## src/rtl/snem_pkg.sv

```systemverilog
package snem_pkg;

	localparam int NAME_BYTES = 8;
	localparam int EXT_BYTES  = 3;

	typedef logic [2:0] verdict_t;

	localparam verdict_t V_NONE       = 3'd0;
	localparam verdict_t V_MATCH      = 3'd1;
	localparam verdict_t V_EMPTY_SLOT = 3'd2;
	localparam verdict_t V_END        = 3'd3;
	localparam verdict_t V_IGNORED    = 3'd4;

	typedef logic [2:0] cfg_index_t;

	localparam cfg_index_t REG_PATTERN_NAME = 3'd0;
	localparam cfg_index_t REG_PATTERN_EXT  = 3'd1;
	localparam cfg_index_t REG_ALLOWED_ATTR = 3'd2;
	localparam cfg_index_t REG_MATCH_MODE   = 3'd3;
	localparam cfg_index_t REG_FIND_EMPTY   = 3'd4;

	localparam logic [63:0] PATTERN_NAME_RESET = 64'h2020_2020_2020_2020;
	localparam logic [23:0] PATTERN_EXT_RESET  = 24'h20_2020;
	localparam logic [23:0] EXT_BLANK          = 24'h20_2020;

	localparam logic [7:0] CHAR_SPACE   = 8'h20;
	localparam logic [7:0] CHAR_STAR    = 8'h2A;
	localparam logic [7:0] CHAR_QUESTION = 8'h3F;
	localparam logic [7:0] MARK_EMPTY   = 8'h00;
	localparam logic [7:0] MARK_DELETED = 8'hE5;

	localparam logic [7:0] ATTR_KEEP    = 8'h3F;
	localparam logic [7:0] ATTR_LABEL   = 8'h08;
	localparam logic [7:0] ATTR_LONG    = 8'h0F;
	localparam int         ATTR_HIDDEN_BIT = 1;

	function automatic logic [7:0] fold(input logic [7:0] c);
		if (c >= 8'h41 && c <= 8'h5A) begin
			return c + 8'h20;
		end
		return c;
	endfunction

endpackage

```

## src/rtl/short_name_entry_matcher.sv

```systemverilog
// Short-name directory entry matcher.
// Input channel (in_valid/in_ready): one directory entry per transfer, with
// its eight name bytes, three extension bytes, attribute byte and a
// start_search flag that restarts the entry index and clears the finished flag.
// Output channel (out_valid/out_ready): one verdict and entry index per entry,
// in input order.
// Configuration: cfg_we writes cfg_data into the register cfg_index selects
// (0 pattern name, 1 pattern extension, 2 allowed attributes, 3 match mode,
// 4 find empty); write only while no entry is in flight.
// Pipeline: an entry passes the input register, then the result register.
// Throughput: one entry per cycle while the receiver does not stall; the
// eleven byte compares and the index update sit between those two registers.
// When the receiver stalls, the result register holds, the input register
// fills, and in_ready drops only when both are full.
// Reset: both registers empty, index zero, search not finished, pattern all
// spaces, mode 0, no allowed attributes, find-empty off.
module short_name_entry_matcher
	import snem_pkg::*;
#(
	parameter int INDEX_BITS = 16
) (
	input  logic        clk,
	input  logic        arst_n,
	input  logic        in_valid,
	output logic        in_ready,
	input  logic [63:0] entry_name,
	input  logic [23:0] entry_ext,
	input  logic [7:0]  entry_attributes,
	input  logic        start_search,
	output logic        out_valid,
	input  logic        out_ready,
	output logic [2:0]  verdict,
	output logic [15:0] entry_index,
	input  logic        cfg_we,
	input  logic [2:0]  cfg_index,
	input  logic [63:0] cfg_data
);

	logic [63:0] pattern_name_q;
	logic [23:0] pattern_ext_q;
	logic [7:0]  allowed_attr_q;
	logic        match_mode_q;
	logic        find_empty_q;

	logic [INDEX_BITS-1:0] index_q;
	logic                  finished_q;

	logic        valid_s1;
	logic [63:0] name_s1;
	logic [23:0] ext_s1;
	logic [7:0]  attr_s1;
	logic        start_s1;

	logic        out_valid_q;
	verdict_t    verdict_q;
	logic [15:0] index_out_q;

	logic                  adv_s1;
	logic [INDEX_BITS-1:0] index_eff;
	logic                  finished_eff;
	verdict_t              verdict_s1;

	always_ff @(posedge clk or negedge arst_n) begin
		if (!arst_n) begin
			pattern_name_q <= PATTERN_NAME_RESET;
			pattern_ext_q  <= PATTERN_EXT_RESET;
			allowed_attr_q <= '0;
			match_mode_q   <= 1'b0;
			find_empty_q   <= 1'b0;
		end else if (cfg_we) begin
			case (cfg_index)
				REG_PATTERN_NAME: pattern_name_q <= cfg_data;
				REG_PATTERN_EXT:  pattern_ext_q  <= cfg_data[23:0];
				REG_ALLOWED_ATTR: allowed_attr_q <= cfg_data[7:0];
				REG_MATCH_MODE:   match_mode_q   <= cfg_data[0];
				REG_FIND_EMPTY:   find_empty_q   <= cfg_data[0];
				default: ;
			endcase
		end
	end

	assign adv_s1   = !out_valid_q || out_ready;
	assign in_ready = !valid_s1 || adv_s1;

	always_ff @(posedge clk or negedge arst_n) begin
		if (!arst_n) begin
			valid_s1 <= 1'b0;
		end else if (in_ready) begin
			valid_s1 <= in_valid;
		end
	end

	always_ff @(posedge clk) begin
		if (in_ready && in_valid) begin
			name_s1  <= entry_name;
			ext_s1   <= entry_ext;
			attr_s1  <= entry_attributes;
			start_s1 <= start_search;
		end
	end

	assign index_eff    = start_s1 ? '0 : index_q;
	assign finished_eff = start_s1 ? 1'b0 : finished_q;

	always_comb begin
		logic [23:0] ext;
		logic [7:0]  attr;
		logic [7:0]  pb;
		logic [7:0]  eb;
		logic        exact_ok;
		logic        wild_name_ok;
		logic        wild_ext_ok;
		logic        star_seen;
		logic        byte_ok;

		ext  = (ext_s1[7:0] == CHAR_SPACE) ? EXT_BLANK : ext_s1;
		attr = attr_s1 & ATTR_KEEP;

		exact_ok     = 1'b1;
		wild_name_ok = 1'b1;
		star_seen    = 1'b0;
		for (int k = 0; k < NAME_BYTES; k++) begin
			pb = pattern_name_q[8*k +: 8];
			eb = name_s1[8*k +: 8];
			if (fold(eb) != fold(pb)) begin
				exact_ok = 1'b0;
			end
			star_seen = star_seen || (pb == CHAR_STAR);
			byte_ok   = (pb == CHAR_QUESTION) || (fold(eb) == fold(pb));
			if (!star_seen && !byte_ok) begin
				wild_name_ok = 1'b0;
			end
		end

		wild_ext_ok = 1'b1;
		star_seen   = 1'b0;
		for (int k = 0; k < EXT_BYTES; k++) begin
			pb = pattern_ext_q[8*k +: 8];
			eb = ext[8*k +: 8];
			if (fold(eb) != fold(pb)) begin
				exact_ok = 1'b0;
			end
			star_seen = star_seen || (pb == CHAR_STAR);
			byte_ok   = (pb == CHAR_QUESTION) || (fold(eb) == fold(pb));
			if (!star_seen && !byte_ok) begin
				wild_ext_ok = 1'b0;
			end
		end

		verdict_s1 = V_NONE;
		if (finished_eff) begin
			verdict_s1 = V_IGNORED;
		end else if (name_s1[7:0] == MARK_EMPTY) begin
			verdict_s1 = V_END;
		end else if (name_s1[7:0] == MARK_DELETED) begin
			verdict_s1 = find_empty_q ? V_EMPTY_SLOT : V_NONE;
		end else if (!match_mode_q) begin
			if (attr != ATTR_LABEL && !attr[ATTR_HIDDEN_BIT] && exact_ok) begin
				verdict_s1 = V_MATCH;
			end
		end else begin
			if ((attr & ~allowed_attr_q) == '0 && attr != ATTR_LONG &&
					wild_name_ok && wild_ext_ok) begin
				verdict_s1 = V_MATCH;
			end
		end
	end

	always_ff @(posedge clk or negedge arst_n) begin
		if (!arst_n) begin
			index_q    <= '0;
			finished_q <= 1'b0;
		end else if (valid_s1 && adv_s1) begin
			if (verdict_s1 == V_NONE) begin
				index_q <= index_eff + 1'b1;
			end else begin
				index_q <= index_eff;
			end
			finished_q <= finished_eff || (verdict_s1 != V_NONE);
		end
	end

	always_ff @(posedge clk or negedge arst_n) begin
		if (!arst_n) begin
			out_valid_q <= 1'b0;
		end else if (adv_s1) begin
			out_valid_q <= valid_s1;
		end
	end

	always_ff @(posedge clk) begin
		if (adv_s1 && valid_s1) begin
			verdict_q   <= verdict_s1;
			index_out_q <= 16'(index_eff);
		end
	end

	assign out_valid   = out_valid_q;
	assign verdict     = verdict_q;
	assign entry_index = index_out_q;

	assert property (@(posedge clk) disable iff (!arst_n)
		valid_s1 && adv_s1 && finished_q && !start_s1
		|=> out_valid && verdict == V_IGNORED)
		else $error("finished search did not report an ignored entry");

	assert property (@(posedge clk) disable iff (!arst_n)
		valid_s1 && adv_s1 && !start_s1
		|=> index_q == $past(index_q) || index_q == INDEX_BITS'($past(index_q) + 1'b1))
		else $error("entry index moved by more than one");

	assert property (@(posedge clk) disable iff (!arst_n)
		valid_s1 && adv_s1 &&
		(verdict_s1 == V_MATCH || verdict_s1 == V_EMPTY_SLOT || verdict_s1 == V_END)
		|=> finished_q)
		else $error("finishing verdict did not end the search");

	assert property (@(posedge clk) disable iff (!arst_n)
		out_valid |-> verdict <= V_IGNORED)
		else $error("verdict code out of range");

endmodule
```

## config.mk

```make
export PLATFORM = sky130hd
export DESIGN_NAME = short_name_entry_matcher
export DESIGN_NICKNAME = d
export VERILOG_FILES = /design/src/rtl/snem_pkg.sv /design/src/rtl/short_name_entry_matcher.sv
export SDC_FILE = /design/constraint.sdc
export NUM_CORES = 1
export LEC_CHECK = 0
export BUFFER_PORTS_ARGS = -buffer_cell sky130_fd_sc_hd__buf_2
export CAP_MARGIN = 20
export CORE_ASPECT_RATIO = 1.5
export CORE_MARGIN = 5
export CORE_UTILIZATION = 40
export CTS_CLUSTER_SIZE = 12
export DETAILED_ROUTE_END_ITERATION = 6
export GPL_TIMING_DRIVEN = 0
export PLACE_DENSITY = 0.65
export SKIP_LAST_GASP = 1
export SLEW_MARGIN = 20
export SYNTH_ARGS = -nofsm -noshare
export SYNTH_HDL_FRONTEND = slang
export SYNTH_SLANG_ARGS = --single-unit
```

## constraint.sdc

```tcl
create_clock -name clk -period 4.55 [get_ports clk]
set_input_delay 0.2275 -clock clk [delete_from_list [all_inputs] [get_ports clk]]
set_output_delay 0.2275 -clock clk [all_outputs]
set_load 0.02 [all_outputs]
```

==> impl_results.md, run 1 <==
* Largest area contributor in the netlist: edfxtp_1
* Hold Vio Cnt, Final at 0
* WP data required at 4.96 ns
* Maximum number of pins on one net before global-route repair at 72
* Post-synth top area share at 29.2%
* Die height at 220 um
* CP Buf/Inv Count at 1
* M3 GR Usage at 2.55%
* Clock Path Buffers at 3
* Count leader, synth: edfxtp_1
* Synth Area in Compound Gates at 11.4%
* Crit path max-delay cell type: or4_4
* Post-Place Cell Area at 13,200 um2
* Post-DP HPWL at 21,600 um
* Largest family of logic cells by synthesized area: simple AND/OR/NAND/NOR gates
* VDD IR max at 0.318 mV
* Cell area after synthesis at 11,700 um2
* CTS clk-pin slew, worst paths at 0.06 ns
* Post-Synth XOR/XNOR Area at 6.93%
* Ports at 190
* Tcrit/Tclk final at 94.2%
* Synth area leaders: edfxtp_1, dfrtp_1, mux2_2
* CTS Root Cell: clkbuf_16
* Area growth from synthesis to layout at 33.8%
* Vias in the first global route at 9,887
* Setup crit start kind: register
* Internal Pwr Total at 4220 uW
* Synth Area in Adders at 2.46%
* Avg Inst Size Synth at 11.5 um2
* WL/cell at 17.2 um
* Reg2reg setup slack at 0.26 ns
* Fill count at 2,497
* Met1 Track Usage GR at 21.7%
* Crit-path max FO at 10
* Initial antenna violation count at 2
* DRC at 0
* Slew Viols, Final at 0
* Main synth FF type: edfxtp_1
* Crit path DAT at 4.69 ns
* Post-layout min period at 4.29 ns
* GRT busiest layer: met2
* Die Wd at 150 um
* Max-cap violations at 0
* Crit Path Class: register to register
* Htree depth at 1
* Logic pwr share at 20.5%
* Multi-input gate area at 5170 um2
* Switching part of the total at 29.0%
* Vias per cell at 5.19
* Reg power frac at 47.7%
* CP delay by family, top: simple AND/OR/NAND/NOR gates
* Total track usage at 18.9%
* Synth cell count leaders: edfxtp_1, dfrtp_1, mux2_2
* Switching power at 1720 uW
* Clock share of power at 31.8%
* Non-filler instance count after layout at 1,813
* Max Fclk at 233 MHz
* Routed Antenna Nets at 0
* Register area share after synthesis at 53.9%
* Net Count, Synth at 1,208
* Share of cells above drive strength 1 at 24.5%
* Status: finished clean
* Placed Cells at 1,597
* Slew margin rel. at 52.7%
* Synth async-reset ratio at 50.2%
* Clk_lat worst skew at 0.53 ns
* Post-synthesis mux area share at 8.07%
* Num CTS Buffers at 25
* CTS Sinks at 229
* Critical path endpoint category: register
* Post-Route WL at 31,200 um
* Synth Area in Simple Gates at 15.0%
* Post-synthesis cell type count at 82
* Core area at 28,800 um2
* Total number of vias at 9,409
* Mapped Cells at 1,016
* Post-layout nets at 1,594
* Starting Density at 40.7%
* Worst-margin pin slew at 0.710 ns
* Final setup violation count at 0
* Total gr overflow at 0
* Die footprint at 32,900 um2
* First-pass GRT wire length at 49,900 um
* Register area at 6310 um2
* Router iterations before antenna repair at 5
* Yosys warnings at 0
* Final Power at 5940 uW
* GPL Wtd Cong at 0.853
* Post-synth EDFFs at 114
* Cell Pwr Density at 379 nW/um2
* Row cnt at 76
* 1st-iter DRT viols at 359
* Setup TNS at 0 ns
* CTS tree: yes
* IO buf count at 187
* Clock skew at 0.0107 ns
* #FFs+latches synth at 229
* Post-route cell area at 15,700 um2
* Crit path largest cell delay at 0.55 ns
* LEAKAGE at 0.00632 uW
* Hold crit path type: input port to register
* Critical-path cell list: or4_4 -> or2_1 -> and2_1 -> ha_1 -> nor3b_1 -> a22oi_1 -> xnor2_1 -> o311ai_2 -> a22o_1 -> or4_1 -> o21ai_2 -> o22ai_4 -> buf_6 -> o211a_1 -> a221o_1
* Met2 usage at 35.6%
-- final cells by class --
type | instances | share of cell area, %
clock buffer | 37 | 4.53
tap | 390 | 3.11
antenna | 3 | 0.0479
clock inverter | 8 | 0.247
inverter | 42 | 1.01
timing repair buffer | 360 | 17.2
buffer | 23 | 0.631
multi-input combinational | 721 | 33.0
sequential | 229 | 40.3
-- layout by cell type (no fill, tap or decap), drive strengths merged, types with 7 or more instances in the layout --
master | netlist | layout
edfxtp | 114 | 114
nand2 | 80 | 80
nor2b | 14 | 14
clkbuf | 20 | 57
dlygate4sd3 | 0 | 162
o211ai | 10 | 10
nand3 | 31 | 31
o21ai | 28 | 28
nor3 | 41 | 41
o31ai | 7 | 7
xor2 | 43 | 43
clkinv | 0 | 8
ha | 23 | 23
nor2 | 64 | 64
or4 | 7 | 7
and3 | 13 | 13
inv | 42 | 42
dfrtp | 104 | 104
a31oi | 15 | 15
xnor2 | 47 | 47
dfstp | 11 | 11
nand4 | 17 | 17
mux2 | 84 | 84
buf | 4 | 201
nor4 | 11 | 11
a21oi | 36 | 36
a21boi | 10 | 10
or3 | 14 | 14
-- stage by stage --
step                util (%)  hold WS, ns  setup WS, ns
finish                  54.4       0.0303         0.264
global route            54.4       0.0255      -0.00242
CTS                     54.2       0.0149         0.127
detailed placement      45.9        0.190         0.127
global placement        45.6        0.404         0.132
floorplan                  -      -0.0681         0.718
-- timing repair --
| action | in CTS | in global routing |
|---|---|---|
| hold endpoints to repair | 232 | 0 |
| endpoints found under the setup margin | 0 | 5 |
| buffers inserted | 0 | 7 |
| hold buffers | 162 | 0 |
| gates resized for setup | 0 | 3 |
-- path summary, 6_finish.rpt --
check / to / cells past startpoint / from
worst max-delay path: index_q[0] / 15 / ext_s1[0]
worst min-delay path: allowed_attr_q[0] / 2 / cfg_data[0]
worst max register to register: index_q[0] / 15 / ext_s1[0]
worst min register to register: index_q[13] / 2 / index_q[13]
max in group asynchronous: pattern_ext_q[5] / 3 / arst_n
min in group asynchronous: index_q[4] / 2 / arst_n
-- state kept, by name (all words and copies together) (netlist names), 3 cells and up --
signal          flops
entry_index        16
pattern_ext_q      24
name_s1            64
ext_s1             24
verdict             3
allowed_attr_q      6
attr_s1             6
pattern_name_q     64
index_q            16
-- power by group through the flow --
stage                     clock network [uW]  registers [uW]  logic [uW]
final                                   1890            2840        1220
after global routing                    2040            2890        1370
after CTS                               1960            2830        1210
after detailed placement                   0            2870        1100
after global placement                     0            2870        1050
after floorplan                            0            2790         808
-- routing by layer --
metal	vias up	wire [um]
met2	230	16800
met5	-	0
li1	4595	-
met4	0	915
met1	4531	12200
met3	53	1320
-- logic make-up after synthesis --
logic type                 Yosys count
AOI/OAI and AO/OA                  187
xor gates and xnor gates            91
adders and majority gates           23
buffers and inverters               66
DFF                                229
muxes                               84
and+or+nand+nor                    336
Power figures use the tool's default switching activity.
==> run 2, diff against run 1 <==
==> constraint.sdc (replaced) <==
create_clock -name clk -period 4.55 [get_ports clk]
set_input_delay 0.455 -clock clk [delete_from_list [all_inputs] [get_ports clk]]
set_output_delay 0.455 -clock clk [all_outputs]
set_load 0.02 [all_outputs]
==> run 2 against run 1 <==
Final cell count down 8.7%. Design area decreased by 10%. Largest power group unchanged. Hold slack improved by 0.068 ns. Utilization shrank 5.6 points. Sequential share of layout area is 4.6 points higher. Highest routed layer is now met5. Via count fell by 6.6%.
==> impl_results.md, run 2 (synthesis gave the netlist of run 1 again) <==
* Total gr overflow at 0 (unchanged)
* Pre-CTS setup slack at 0.127 ns (unchanged)
* Starting Density at 40.7% (unchanged)
* DRC at 0 (unchanged)
* Crit-path max FO at 10 (unchanged)
* Post-layout nets at 1,432 (-10%)
* First-pass GRT wire length at 45,100 um (-9.6%)
* Final Power at 5810 uW (-2.2%)
* Tcrit/Tclk final at 94.0% (-0.21 points)
* GPL Wtd Cong at 0.853 (unchanged)
* Largest registers: name_s1 x64, pattern_name_q x64
* Maximum number of pins on one net before global-route repair at 72 (unchanged)
* Num CTS Buffers at 25 (unchanged)
* Crit Path Class: register to register
* CP Buf/Inv Count at 1 (unchanged)
* RSZ-0062 raised after global routing: false
* CTS clk-pin slew, worst paths at 0.06 ns (about the same)
* LEAKAGE at 0.00564 uW (-11%)
* Initial antenna violation count at 7 (+5)
* Slew Viols, Final at 0 (unchanged)
* Crit path DAT at 4.68 ns (about the same)
* Slew margin rel. at 53.5% (+0.84 points)
* Critical-path cell list: or4_4 -> or2_1 -> and2_1 -> ha_1 -> nor3b_1 -> a22oi_1 -> xnor2_1 -> o311ai_2 -> a22o_1 -> or4_1 -> o21ai_2 -> o22ai_4 -> buf_6 -> o211a_1 -> a221o_1
* Status: finished clean
* Hold Vio Cnt, Final at 0 (unchanged)
* Crit path largest cell delay at 0.55 ns (about the same)
* WL/cell at 17.2 um (-0.27%)
* Post-DP HPWL at 21,600 um (unchanged)
* Die Wd at 150 um (unchanged)
* CTS Root Cell: clkbuf_16
* Ports at 190 (unchanged)
* Total number of vias at 8,784 (-6.6%)
* Hold crit path type: input port to register
* Total track usage at 17.1% (-1.8 points)
* CTS tree: yes
* Setup TNS at 0 ns (unchanged)
* Crit path max-delay cell type: or4_4
* IO buf count at 187 (unchanged)
* Clock skew at 0.0115 ns (+0.000813 ns)
* Area growth from synthesis to layout at 20.0%
* Routed Antenna Nets at 0 (unchanged)
* Commonest non-fill, non-tap cell in the layout: buf_2
* Final setup violation count at 0 (unchanged)
* Setup crit start kind: register
* VDD IR max at 0.308 mV (-3.4%)
* Critical path endpoint category: register
* Row cnt at 76 (unchanged)
* Vias in the first global route at 8,897 (-10%)
* Vias per cell at 5.31 (+2.3%)
* CP delay by family, top: simple AND/OR/NAND/NOR gates
* 1st-iter DRT viols at 294 (-18%)
* Die height at 220 um (unchanged)
* Post-Route WL at 28,400 um (-9.0%)
* Cell Pwr Density at 413 nW/um2 (+9.0%)
* Final worst slack at 0.274 ns (+0.00952 ns)
* Router iterations before antenna repair at 5 (unchanged)
* CTS Sinks at 229 (unchanged)
* Max Fclk at 234 MHz (+0.22%)
* Core area at 28,800 um2 (unchanged)
* Worst-margin pin slew at 0.697 ns (-0.0127 ns)
* Htree depth at 1 (unchanged)
* Most frequent cells in the layout: buf_2, edfxtp_1, dfrtp_1
* Max-cap violations at 0 (unchanged)
* WHS at 0.0985 ns (+0.0682 ns)
* Clock Path Buffers at 3 (unchanged)
* Clk_lat worst skew at 0.53 ns (about the same)
* Post-layout min period at 4.28 ns (-0.00952 ns)
* WP data required at 4.96 ns (about the same)
* Die footprint at 32,900 um2 (unchanged)
* Share of cells above drive strength 1 at 27.6% (+3.1 points)
==> run 2: routing by layer <==
metal / vias to the layer above / wire length [um] / part of all wire (%) / global-route usage [%]
met5: - / 13 / 0.046 / 0
met4: 2 / 880 / 3.1 / 6.75
met3: 48 / 1410 / 5.0 / 2.74
met2: 214 / 14700 / 52 / 30.8
met1: 4238 / 11400 / 40 / 20.4
li1: 4282 / - / - / -
==> run 2: per-stage QoR <==
stage / cells / instance area [um2] / utilization [%]
floorplan: 1016 / 11700 / -
global placement: 1593 / 13100 / 45.6
detailed placement: 1597 / 13200 / 45.9
CTS: 1643 / 14000 / 48.6
global route: 1653 / 14100 / 48.8
finish: 1655 / 14100 / 48.8
==> run 2: layout make-up <==
cell class | instances | area [um2]
well taps | 390 | 488
multi-input cells | 721 | 5170
clock inverters | 8 | 38.8
flip-flops and latches | 229 | 6310
fillers | 2681 | 14700
repair buffers | 198 | 1070
plain buffers | 23 | 98.8
clock buffers | 37 | 711
diodes | 7 | 17.5
inverters | 42 | 158
==> run 2: what timing repair did <==
action / in CTS / in global routing
buffers inserted: 0 / 6
hold buffers: 1 / 0
setup endpoints to repair: 0 / 5
resized for setup: 0 / 3
hold endpoints to repair: 39 / 0
==> run 2: path summary, 6_finish.rpt <==
| kind | startpoint | endpoint | slack (ns) | depth (start not counted) |
|---|---|---|---|---|
| worst max-delay path | ext_s1[0] | index_q[0] | 0.27 | 15 |
| worst max register to register | ext_s1[0] | index_q[0] | 0.27 | 15 |
| min in group asynchronous | arst_n | index_q[4] | 0.43 | 2 |
| worst min register to register | index_q[13] | index_q[13] | 0.49 | 2 |
| max in group asynchronous | arst_n | pattern_ext_q[5] | 3.36 | 3 |
| worst min-delay path | entry_name[28] | name_s1[28] | 0.1 | 1 |
==> run 2: where the power goes <==
part | switching [uW] | total, uW | internal, uW | leakage (uW)
Clock | 804 | 1880 | 1070 | 0.000375
Combinational | 543 | 1100 | 556 | 0.00278
Sequential | 340 | 2840 | 2500 | 0.00249
==> run 2: worst reg2reg max path: stages, from the launching register on <==
cell	delay, ns
edfxtp_1	0.43
or4_4	0.55
or2_1	0.35
and2_1	0.22
ha_1	0.17
nor3b_1	0.13
a22oi_1	0.21
xnor2_1	0.18
o311ai_2	0.20
a22o_1	0.28
or4_1	0.54
o21ai_2	0.21
o22ai_4	0.14
buf_6	0.17
o211a_1	0.12
a221o_1	0.26
